==> config.mk <==
export PLATFORM = sky130hd
export DESIGN_NAME = swsu_ctrl
export DESIGN_NICKNAME = d
export VERILOG_FILES = /design/src/hdl/swsu_pkg.sv /design/src/hdl/swsu_ctrl.sv
export SDC_FILE = /design/constraint.sdc
export NUM_CORES = 1
export LEC_CHECK = 0
export BUFFER_PORTS_ARGS = -buffer_cell sky130_fd_sc_hd__buf_2
export CAP_MARGIN = 20
export CORE_AREA = 2 2 39 41
export CTS_BUF_LIST = sky130_fd_sc_hd__clkbuf_2
export DETAILED_ROUTE_END_ITERATION = 10
export DIE_AREA = 0 0 41 43
export PLACE_DENSITY_LB_ADDON = 0.08
export SETUP_SLACK_MARGIN = 0.05
export SYNTH_ARGS = -nofsm -noshare
export SYNTH_HDL_FRONTEND = slang
export SYNTH_SLANG_ARGS = --single-unit
==> constraint.sdc <==
create_clock -name clk -period 1.7 [get_ports clk]
set_input_delay 0.255 -clock clk [delete_from_list [all_inputs] [get_ports clk]]
set_output_delay 0.255 -clock clk [all_outputs]
set_load 0.03 [all_outputs]
==> src/hdl/swsu_pkg.sv <==
// ----------------------------------------------------------------------------
// swsu_pkg
// Shared widths, codes and control types for the sliding window sender:
// request and timer codes, register indexes, and the command and status
// structs between the controller and the datapath.
// ----------------------------------------------------------------------------
`default_nettype none

package swsu_pkg;

	// Field widths
	localparam int SEQ_W      = 8;
	localparam int SPACE_W    = 9;
	localparam int WIN_W      = 8;
	localparam int REQ_W      = 2;
	localparam int TMR_W      = 2;
	localparam int DUP_W      = 2;
	localparam int CFG_IDX_W  = 2;
	localparam int CFG_DATA_W = 9;

	// Parameter defaults
	localparam int DEF_MAX_SEQ_SPACE = 256;
	localparam int DEF_PAYLOAD_BITS  = 64;

	// Register reset values
	localparam logic [WIN_W-1:0]   WINDOW_RESET = 8'd4;
	localparam logic [SPACE_W-1:0] SPACE_RESET  = 9'd8;
	localparam logic [SPACE_W-1:0] SPACE_MIN    = 9'd2;

	// Request codes
	localparam logic [REQ_W-1:0] REQ_SEND    = 2'd0;
	localparam logic [REQ_W-1:0] REQ_ACK     = 2'd1;
	localparam logic [REQ_W-1:0] REQ_TIMEOUT = 2'd2;

	// Timer commands
	localparam logic [TMR_W-1:0] TMR_NONE    = 2'd0;
	localparam logic [TMR_W-1:0] TMR_START   = 2'd1;
	localparam logic [TMR_W-1:0] TMR_STOP    = 2'd2;
	localparam logic [TMR_W-1:0] TMR_RESTART = 2'd3;

	// Duplicate ACK counter: counts modulo 3, fast retransmit at 2
	localparam logic [DUP_W-1:0] DUP_LAST = 2'd2;
	localparam logic [DUP_W-1:0] DUP_FAST = 2'd2;

	// Register indexes
	localparam logic [CFG_IDX_W-1:0] CFG_WINDOW = 2'd0;
	localparam logic [CFG_IDX_W-1:0] CFG_SPACE  = 2'd1;

	// Operand select of the modulo unit
	typedef enum logic [1:0] {
		MOD_SEL_ACK,
		MOD_SEL_BASE,
		MOD_SEL_NEXT
	} mod_sel_t;

	// Controller to datapath
	typedef struct packed {
		logic     capture;
		logic     cfg_we;
		logic     mod_start;
		mod_sel_t mod_sel;
		logic     eval;
		logic     load_base;
		logic     load_next;
	} ctrl_cmd_t;

	// Datapath to controller
	typedef struct packed {
		logic ack_good;
		logic mod_done;
	} dp_stat_t;

endpackage

`default_nettype wire

==> src/hdl/swsu_ctrl.sv <==
// ----------------------------------------------------------------------------
// swsu_ctrl
// Controller: takes request and configuration beats, sequences the
// modulo unit for ACKs and for pointer wrapping after a space change,
// and issues the evaluate command.
// ----------------------------------------------------------------------------
`default_nettype none

module swsu_ctrl (
	input  wire logic                            clk,
	input  wire logic                            arst_n,
	input  wire logic                            start,
	output logic                                 busy,
	input  wire logic                            cfg_valid,
	output logic                                 cfg_ready,
	input  wire logic [swsu_pkg::CFG_IDX_W-1:0]  cfg_index,
	input  wire swsu_pkg::dp_stat_t              stat,
	output swsu_pkg::ctrl_cmd_t                  cmd
);

	typedef enum logic [4:0] {
		ST_IDLE     = 5'b00001,
		ST_EVAL     = 5'b00010,
		ST_MOD_ACK  = 5'b00100,
		ST_RED_BASE = 5'b01000,
		ST_RED_NEXT = 5'b10000
	} state_t;

	state_t state_q;
	state_t state_d;
	logic   start_take;
	logic   cfg_take;
	logic   space_wr;

	// Handshakes: a request beat wins over a configuration beat
	assign busy       = (state_q != ST_IDLE);
	assign cfg_ready  = (state_q == ST_IDLE) && !start;
	assign start_take = (state_q == ST_IDLE) && start;
	assign cfg_take   = cfg_valid && cfg_ready;
	assign space_wr   = cfg_take && (cfg_index == swsu_pkg::CFG_SPACE);

	// Next state and commands
	always_comb begin
		state_d           = state_q;
		cmd.capture       = start_take;
		cmd.cfg_we        = cfg_take;
		cmd.mod_start     = 1'b0;
		cmd.mod_sel       = swsu_pkg::MOD_SEL_ACK;
		cmd.eval          = 1'b0;
		cmd.load_base     = 1'b0;
		cmd.load_next     = 1'b0;
		unique case (state_q)
			ST_IDLE: begin
				if (start_take) begin
					if (stat.ack_good) begin
						cmd.mod_start = 1'b1;
						state_d       = ST_MOD_ACK;
					end else begin
						state_d = ST_EVAL;
					end
				end else if (space_wr) begin
					cmd.mod_start = 1'b1;
					cmd.mod_sel   = swsu_pkg::MOD_SEL_BASE;
					state_d       = ST_RED_BASE;
				end
			end
			ST_EVAL: begin
				cmd.eval = 1'b1;
				state_d  = ST_IDLE;
			end
			ST_MOD_ACK: begin
				if (stat.mod_done) begin
					cmd.eval = 1'b1;
					state_d  = ST_IDLE;
				end
			end
			ST_RED_BASE: begin
				cmd.mod_sel = swsu_pkg::MOD_SEL_NEXT;
				if (stat.mod_done) begin
					cmd.load_base = 1'b1;
					cmd.mod_start = 1'b1;
					state_d       = ST_RED_NEXT;
				end
			end
			ST_RED_NEXT: begin
				if (stat.mod_done) begin
					cmd.load_next = 1'b1;
					state_d       = ST_IDLE;
				end
			end
			default: begin
				state_d = ST_IDLE;
			end
		endcase
	end

	// Advance state
	always_ff @(posedge clk or negedge arst_n) begin
		if (!arst_n) begin
			state_q <= ST_IDLE;
		end else begin
			state_q <= state_d;
		end
	end

	a_hold_for_mod: assert property (@(posedge clk) disable iff (!arst_n)
		(state_q == ST_MOD_ACK && !stat.mod_done) |=> (state_q == ST_MOD_ACK))
		else $error("left ACK wait before remainder was ready");

endmodule

`default_nettype wire
==> results of run 1 <==
[worst register-to-register path: stages, from the launching register on]
cell and delay, ns:
dfrtp_1 0.39, or3b_1 0.39, or3_4 0.35, a31o_1 0.22
[kinds of logic after synthesis]
kind of cell | share of synthesized area, %
and+or+nand+nor | 33.4
muxes | 2.92
DFF | 32.8
xor gates and xnor gates | 2.27
buffers and inverters | 14.6
AOI/OAI and AO/OA | 14.0
[power by group through the flow]
stage	combinational (W)	sequential, W	clock (W)
after floorplan	0.000279	0.000178	0
after global placement	0.000336	0.000178	0
after detailed placement	0.000332	0.000178	0
after CTS	0.000366	0.000167	0.000112
after global routing	0.000434	0.000174	0.000119
final	0.000396	0.000170	0.000105
[area by class of cell]
type                       count  area [um^2]  area share (%)
timing repair buffer          23          156            26.8
tap                           16         20.0            3.43
inverter                       6         22.5            3.85
clock buffer                   4         20.0            3.43
multi-input combinational     29          239            40.9
sequential                     5          126            21.6
[routing by layer]
metal  vias up  share of wire [%]
met1       189                 40
met5         -                  0
met2         6                 57
li1        200                  -
met4         0                  0
met3         0                3.0
[synthesized netlist by cell type, types with 2 or more instances]
cell type	count
dfrtp_1	4
o21ai_0	3
inv_1	6
buf_4	3
nand2b_1	2
o32ai_1	2
nor3_1	4
nor2_1	3
[stage by stage]
stage | power, W | setup slack [ns] | util [%] | instances | area (um^2)
2_1_floorplan | 0.000456 | -0.0290 | - | 44 | 403
3_3_place_gp | 0.000514 | 0.0256 | 36.4 | 77 | 504
3_5_place_dp | 0.000510 | 0.0249 | 36.4 | 77 | 504
4_1_cts | 0.000645 | -0.165 | 40.6 | 83 | 562
5_1_grt | 0.000727 | -0.241 | 42.2 | 83 | 584
6_report | 0.000672 | -0.153 | 42.2 | 83 | 584
[timing repair]
item / in CTS / in global routing
pin swaps: 1 / 1
hold endpoints to repair: 4 / 0
hold buffers: 1 / 0
endpoints found under the setup margin: 7 / 9
resized for setup: 7 / 6
setup buffers: 1 / 0
[path summary, 6_finish.rpt]
kind | endpoint | slack (ns)
setup / recovery | cmd[5] | -0.15
hold / removal | state_q[1] | 0.24
setup reg to reg | state_q[0] | 0.27
hold reg to reg | state_q[1] | 0.67
max in group asynchronous | state_q[0] | 1.12
min in group asynchronous | state_q[3] | 0.37
==> run summary, run 1 <==
vias in the first global route -> 382
final RePlAce weighted congestion -> 0.773
syn avg cell area -> 8.76 um^2
crit start category -> register
largest net degree at the start of global routing -> 11
critical path peak fanout -> 3
die height -> 43 um
GRT Resource Usage Total -> 13.5%
most frequent cells in the layout -> buf_2 (12), buf_4 (7), inv_1 (5), clkbuf_2 (4), dfrtp_1 (4)
setup TNS -> -0.379 ns
Top FF cell, synth -> dfrtp_1
WP data required -> 1.44 ns
Clk Latency, worst-skew pair -> 0.20 ns
row cnt -> 14
combinational group share of total power -> 59.0%
antenna violations before repair -> 0
Max Buffers Root-to-Sink -> 2
CP top delay family -> simple AND/OR/NAND/NOR gates
Core Area -> 1380 um^2
detailed-router iteration count before antenna repair -> 2
routed len/inst -> 11.7 um
Reg-to-Reg Start -> state_q[1]
Largest register FFs -> 5
# clock sinks -> 5
CTS buffer count -> 3
WL final -> 968 um
io pins -> 18
share of cells above drive strength 1 -> 56.7%
sequential share of power -> 25.4%
clock share of power -> 15.6%
Final nets -> 76
Worst path max stage delay -> 0.39 ns
PwrDens -> 1150 nW/um^2
cells along the critical path -> or3b_1 -> or3_4 -> o21ai_2 -> buf_6
worst hold margin -> 0.240 ns
hold crit path type -> in2reg
library cells used by synthesis -> 25
final slew viol count -> 0
Most flops, register -> state_q
outcome -> finished with violations
Die X -> 41 um
top cell type's share of synthesized area -> 26.0%
met2 usage in global routing -> 20.3%
min cycle time layout -> 1.85 ns
DRC -> 0
Async SR Flop Fraction -> 100%
worst setup path start -> state_q[1]
port buffer count -> 17
fmax -> 0.540 GHz
Area growth syn-to-layout -> 51.6%
#FFs+latches synth -> 5
Setup-failing EPs final -> 4
yosys warns -> 0
worst r2r path cells -> 3
Slowest cell on crit path -> dfrtp_1
leading area contributor after synthesis -> dfrtp_1
post-route setup slack -> -0.153 ns
met3 GRT Util -> 3.14%
sequential share of the synthesized area -> 32.8%
DR vias -> 395
vias per cell -> 4.76
Post-synth EDFFs -> 0
clk root buf -> clkbuf_2
CTS tree -> built
antenna cells -> 0
met1 usage -> 15.8%
clock-pin slew on the worst setup and hold paths -> 0.05 ns
Post-Syn Nets -> 52
sw frac -> 44.4%
critical path depth -> 4
initial core utilization -> 27.8%
RSZ-0062 raised after global routing -> true
Hold Crit Start -> stat[1]
Hold Crit Depth -> 2
Iter 0 DRT Violations -> 7
Rel. slew slack -> 79.4%
Clock H-tree levels -> 1
crit path DAT -> 1.60 ns
first-pass GRT wire length -> 1550 um
Setup CP Type -> reg2out
Synth area leaders -> dfrtp_1 (26%), dfstp_2 (6.8%), buf_4 (5.8%), inv_1 (5.8%), nor3_1 (5.2%)
failing checks -> setup timing
GR peak layer -> met2
Max-Cap Viols -> 0
FILL cells -> 162
most common cell after layout, fill and taps aside -> buf_2
top flop regs -> state_q (5)
DP HPWL -> 765 um
final period utilization -> 109%
Leakage Power -> 0.300 nW
Mapped Area -> 385 um^2
Detail Route Antenna Nets -> 0
final hold vios -> 0
Congestion Overflow GR -> 0
Worst-Margin Slew -> 0.308 ns
clk_skew -> 0.000192 ns
total net switching power -> 0.000298 W
Internal -> 0.000374 W
maximum vdd drop -> 0.000470 V
crit end category -> primary output
Syn Inst Count -> 44
buffer and inverter count on the worst path -> 1
die area -> 1760 um^2
Power figures use the tool's default switching activity.
==> run 2, diff against run 1 <==
--- a/config.mk
+++ b/config.mk
@@ -11,7 +11,7 @@
 export CTS_BUF_LIST = sky130_fd_sc_hd__clkbuf_2
 export DETAILED_ROUTE_END_ITERATION = 10
 export DIE_AREA = 0 0 41 43
-export PLACE_DENSITY_LB_ADDON = 0.08
+export PLACE_DENSITY = 0.62
 export SETUP_SLACK_MARGIN = 0.05
 export SYNTH_ARGS = -nofsm -noshare
 export SYNTH_HDL_FRONTEND = slang
==> run summary, run 2 (synthesis results as in run 1) <==
Core Util, Final -> 49.2%
die height -> 43 um
crit start category -> register
first-pass GRT wire length -> 1760 um
CTS buffer count -> 3
io pins -> 18
port buffer count -> 17
crit end category -> primary output
placed insts -> 76
Worst path max stage delay -> 0.39 ns
cells along the critical path -> or3b_4 -> or3_4 -> o21ai_2 -> buf_6
maximum vdd drop -> 0.000636 V
Slowest cell on crit path -> or3_4
post-route setup slack -> -0.112 ns
final slew viol count -> 0
top flop regs -> state_q (5)
Detail Route Antenna Nets -> 0
PwrDens -> 1250 nW/um^2
Final nets -> 80
outcome -> finished with violations
Setup CP Type -> reg2out
Clk Latency, worst-skew pair -> 0.20 ns
Area growth syn-to-layout -> 76.6%
FILL cells -> 129
footprint of the multi-input gates -> 284 um^2
antenna violations before repair -> 0
DR vias -> 438
Reg-to-Reg Start -> state_q[1]
antenna cells -> 0
routed len/inst -> 14.1 um
clk root buf -> clkbuf_2
detailed-router iteration count before antenna repair -> 2
largest net degree at the start of global routing -> 8
row cnt -> 14
clock-pin slew on the worst setup and hold paths -> 0.05 ns
Max-Cap Viols -> 0
final RePlAce weighted congestion -> 0.869
DRC -> 0
final hold vios -> 0
hold crit path type -> in2reg
fin cells -> 87
Clock H-tree levels -> 1
Max Buffers Root-to-Sink -> 2
Iter 0 DRT Violations -> 2
WP data required -> 1.44 ns
Core Area -> 1380 um^2
most frequent cells in the layout -> buf_4 (11), buf_2 (7), buf_6 (7), inv_1 (4), clkbuf_2 (4)
Die X -> 41 um
reg2reg end -> state_q[3]
RSZ-0062 raised after global routing -> true
CTS tree -> built
share of cells above drive strength 1 -> 71.8%
Sequential Area -> 128 um^2
failing checks -> setup timing
clk_skew -> 0.00271 ns
DP Worst Slack -> 0.0392 ns
Rel. slew slack -> 79.1%
final period utilization -> 107%
worst hold margin -> 0.255 ns
Hold Crit Depth -> 2
GRT Resource Usage Total -> 15.4%
# clock sinks -> 5
Hold Crit Start -> stat[1]
critical path peak fanout -> 3
Worst-Margin Slew -> 0.312 ns
die area -> 1760 um^2
Setup-failing EPs final -> 5
initial core utilization -> 27.8%
most common cell after layout, fill and taps aside -> buf_4
Largest register FFs -> 5
worst r2r path cells -> 7
WL final -> 1230 um
Reg2Reg Setup Slack -> 0.10 ns
Most flops, register -> state_q
vias per cell -> 5.03
Leakage Power -> 0.327 nW
crit path DAT -> 1.56 ns
DP HPWL -> 737 um
vias in the first global route -> 415
Congestion Overflow GR -> 0
fmax -> 0.552 GHz
WHS Endpoint -> state_q[1]
min cycle time layout -> 1.81 ns
overall power -> 0.000853 W
==> run 2: cell count changes in the layout (fill, tap and decap cells not counted), moves of 3 or more <==
| cell | change |
|---|---|
| buf_6 | +4 |
| nor2_1 | -3 |
| buf_2 | -5 |
| buf_4 | +4 |
| nor2_2 | +3 |
==> run 2: through the flow <==
stage          setup TNS, ns  instance area [um^2]
2_1_floorplan        -0.0290                   403
3_3_place_gp               0                   497
3_5_place_dp               0                   497
4_1_cts               -0.293                   619
5_1_grt               -0.703                   681
6_report              -0.262                   681
==> run 2: how the worst max path moves through the flow <==
stage | from | endpoint | slack (ns) | cells past startpoint
finish | state_q[0] | cmd[5] | -0.11 | 4
global route | state_q[1] | cmd[5] | -0.18 | 4
CTS | state_q[0] | cmd[5] | -0.16 | 4
detailed placement | state_q[1] | cmd[5] | 0.04 | 4
global placement | state_q[1] | cmd[5] | 0.05 | 4
floorplan | state_q[1] | cmd[5] | -0.03 | 3
==> run 2: cell type report <==
cell class,count,area share (%)
Sequential cell,5,18.7
Multi-Input combinational cell,30,41.7
Inverter,6,3.31
Timing Repair Buffer,26,30.3
Clock buffer,4,2.94
Tap cell,16,2.94
==> run 2: what timing repair did <==
item,CTS,global route
pin swaps,3,2
endpoints found under the hold margin,4,0
gates resized for setup,15,22
gates cloned,1,0
setup endpoints to repair,8,10
hold buffers,1,0
buffers inserted,4,1
==> run 2: power breakdown <==
group	internal (W)	switching [W]
clock network	0.0000622	0.0000415
logic	0.000274	0.000305
registers	0.000151	0.0000199
==> run 2: worst max-delay path: cells and delay by family, from the launching register on <==
kind                   cells  cell delay (ns)
AND/OR/NAND/NOR            2             0.77
buffers and inverters      1             0.14
flip-flops                 1             0.36
AO/OA/AOI/OAI              1             0.07
==> run 2: metal layers <==
| metal | routed length [um] | track usage [%] | share of wire (%) | vias to the layer above |
|---|---|---|---|---|
| met5 | 0 | 0 | 0 | - |
| met4 | 34 | 10.0 | 2.8 | 0 |
| met3 | 27 | 3.14 | 2.2 | 4 |
| met2 | 700 | 23.4 | 57 | 9 |
| met1 | 465 | 18.6 | 38 | 218 |
| li1 | - | - | - | 207 |
==> run 3, diff against run 2 <==
--- a/config.mk
+++ b/config.mk
@@ -5,6 +5,7 @@
 export SDC_FILE = /design/constraint.sdc
 export NUM_CORES = 1
 export LEC_CHECK = 0
+export ABC_AREA = 1
 export BUFFER_PORTS_ARGS = -buffer_cell sky130_fd_sc_hd__buf_2
 export CAP_MARGIN = 20
 export CORE_AREA = 2 2 39 41
==> run summary, run 3 <==
crit path DAT -> 1.49 ns
sequential share of the synthesized area -> 33.2%
Post-Syn Nets -> 63
Top FF cell, synth -> dfrtp_1
Max-Cap Viols -> 0
WL final -> 865 um
Core Area -> 1380 um^2
row cnt -> 14
CTS tree -> built
yosys warns -> 0
antenna violations before repair -> 0
WP data required -> 1.44 ns
DP HPWL -> 675 um
io pins -> 18
post-route setup slack -> -0.0486 ns
Setup-failing EPs final -> 2
Core Util, Final -> 42.3%
#FFs+latches synth -> 5
Worst-Margin Slew -> 0.251 ns
Post-synth top cells -> inv_1 (12), nand2_1 (11), nand3_1 (6)
min cycle time layout -> 1.75 ns
# clock sinks -> 5
sw frac -> 48.3%
detailed-router iteration count before antenna repair -> 4
Most flops, register -> state_q
FILL cells -> 146
sequential share of power -> 24.0%
leading area contributor after synthesis -> dfrtp_1
Clock H-tree levels -> 1
Area growth syn-to-layout -> 53.9%
share of cells above drive strength 1 -> 54.3%
Post-synth EDFFs -> 0
GRT Resource Usage Total -> 12.8%
fin cells -> 97
crit end category -> primary output
Mapped Area -> 380 um^2
final RePlAce weighted congestion -> 0.762
initial core utilization -> 27.5%
Largest register FFs -> 5
final slew viol count -> 0
Synth area leaders -> dfrtp_1 (26%), inv_1 (12%), nand2_1 (11%), nand3_1 (7.9%), dfstp_2 (6.9%)
final hold vios -> 0
critical path peak fanout -> 3
RSZ-0062 raised after global routing -> true
clock-pin slew on the worst setup and hold paths -> 0.06 ns
most common cell in the netlist -> inv_1
outcome -> finished with violations
Detail Route Antenna Nets -> 0
maximum vdd drop -> 0.000738 V
failing checks -> setup timing
library cells used by synthesis -> 17
Internal -> 0.000383 W
DR vias -> 402
combinational group share of total power -> 59.6%
most common cell after layout, fill and taps aside -> buf_2
Syn Inst Count -> 55
Leakage Power -> 0.354 nW
antenna cells -> 0
placed insts -> 86
CTS buffer count -> 3
overall power -> 0.000740 W
vias in the first global route -> 375
clk_skew -> 0.00659 ns
PwrDens -> 1260 nW/um^2
Iter 0 DRT Violations -> 4
crit start category -> register
first-pass GRT wire length -> 1430 um
syn avg cell area -> 6.92 um^2
top flop regs -> state_q (5)
die area -> 1760 um^2
DRC -> 0
fmax -> 0.572 GHz
routed len/inst -> 8.92 um
top cell type's share of synthesized area -> 26.3%
worst hold margin -> 0.188 ns
Setup CP Type -> reg2out
final period utilization -> 103%
clock share of power -> 16.4%
die height -> 43 um
Max Buffers Root-to-Sink -> 2
port buffer count -> 17
Die X -> 41 um
Congestion Overflow GR -> 0
Final nets -> 90
clk root buf -> clkbuf_2
hold crit path type -> in2reg
largest net degree at the start of global routing -> 6
Clk Latency, worst-skew pair -> 0.24 ns
Rel. slew slack -> 83.2%
vias per cell -> 4.14
total net switching power -> 0.000357 W
Async SR Flop Fraction -> 100%
most frequent cells in the layout -> buf_2 (11), inv_1 (10), buf_4 (10), nand2_1 (9), nand3_1 (5)
-- run 3: changes by cell type after synthesis, moves of 2 or more --
cell,delta
nand2_1,+11
inv_1,+6
nand3_1,+6
nor3_1,-3
o21ai_0,-3
nand2_2,+2
nand2b_1,-2
nor2_1,+2
nor2_2,+2
nor2_4,+2
o32ai_1,-2
-- run 3: path summary, 6_finish.rpt --
kind	from	endpoint	slack, ns	cells past startpoint
worst max-delay path	state_q[0]	cmd[5]	-0.05	7
worst min-delay path	stat[1]	state_q[1]	0.19	2
worst max register to register	state_q[0]	state_q[3]	0.27	8
worst min register to register	state_q[4]	state_q[4]	0.53	2
max in group asynchronous	arst_n	state_q[0]	1.13	2
min in group asynchronous	arst_n	state_q[3]	0.35	2
-- run 3: kinds of logic after synthesis --
group                  after synthesis  share of synthesized area [%]
AO/OA/AOI/OAI                        3                           5.92
buffers and inverters               16                           18.7
flip-flops                           5                           33.2
AND/OR/NAND/NOR                     31                           42.1
-- run 3: metrics by stage --
step	setup TNS [ns]	cell area [um^2]	worst slack (ns)
2_1_floorplan	0	388	0.113
5_1_grt	-0.338	586	-0.142
3_3_place_gp	0	478	0.170
4_1_cts	-0.0434	571	-0.0217
6_report	-0.0666	586	-0.0486
3_5_place_dp	0	478	0.145
-- run 3: per-layer routing --
metal / share of wire, % / global-route usage, %
met5: 0 / 0
met4: 2.9 / 12.0
met3: 4.2 / 3.14
met2: 55 / 19.1
met1: 38 / 13.8
-- run 3: area by class of cell --
| cell class | count | area (um^2) | area share, % |
|---|---|---|---|
| Multi-Input combinational cell | 34 | 200 | 34.2 |
| Timing Repair Buffer | 25 | 170 | 29.1 |
| Inverter | 13 | 48.8 | 8.33 |
| Clock buffer | 4 | 20.0 | 3.42 |
| Tap cell | 16 | 20.0 | 3.42 |
| Sequential cell | 5 | 126 | 21.6 |
-- run 3: worst max-delay path, stage by stage, from the launching register on --
cell and delay, ns:
dfstp_2 0.55, nand2_2 0.07, nor2_4 0.13, nand2_2 0.08
nor2_4 0.09, nand3_2 0.11, nand3_2 0.09, buf_6 0.13
-- run 3: power by group through the flow --
stage / clock [W] / combinational [W] / sequential, W
3_5_place_dp: 0 / 0.000379 / 0.000180
5_1_grt: 0.000129 / 0.000480 / 0.000180
2_1_floorplan: 0 / 0.000314 / 0.000173
4_1_cts: 0.000121 / 0.000437 / 0.000175
3_3_place_gp: 0 / 0.000375 / 0.000178
6_report: 0.000121 / 0.000441 / 0.000177
-- run 3: repair_timing --
item	in CTS	in global routing
endpoints found under the setup margin	4	9
gates resized for setup	8	6
cloned	0	0
endpoints found under the hold margin	4	0
hold buffers	1	0
buffers inserted	5	1
pin swaps	2	2
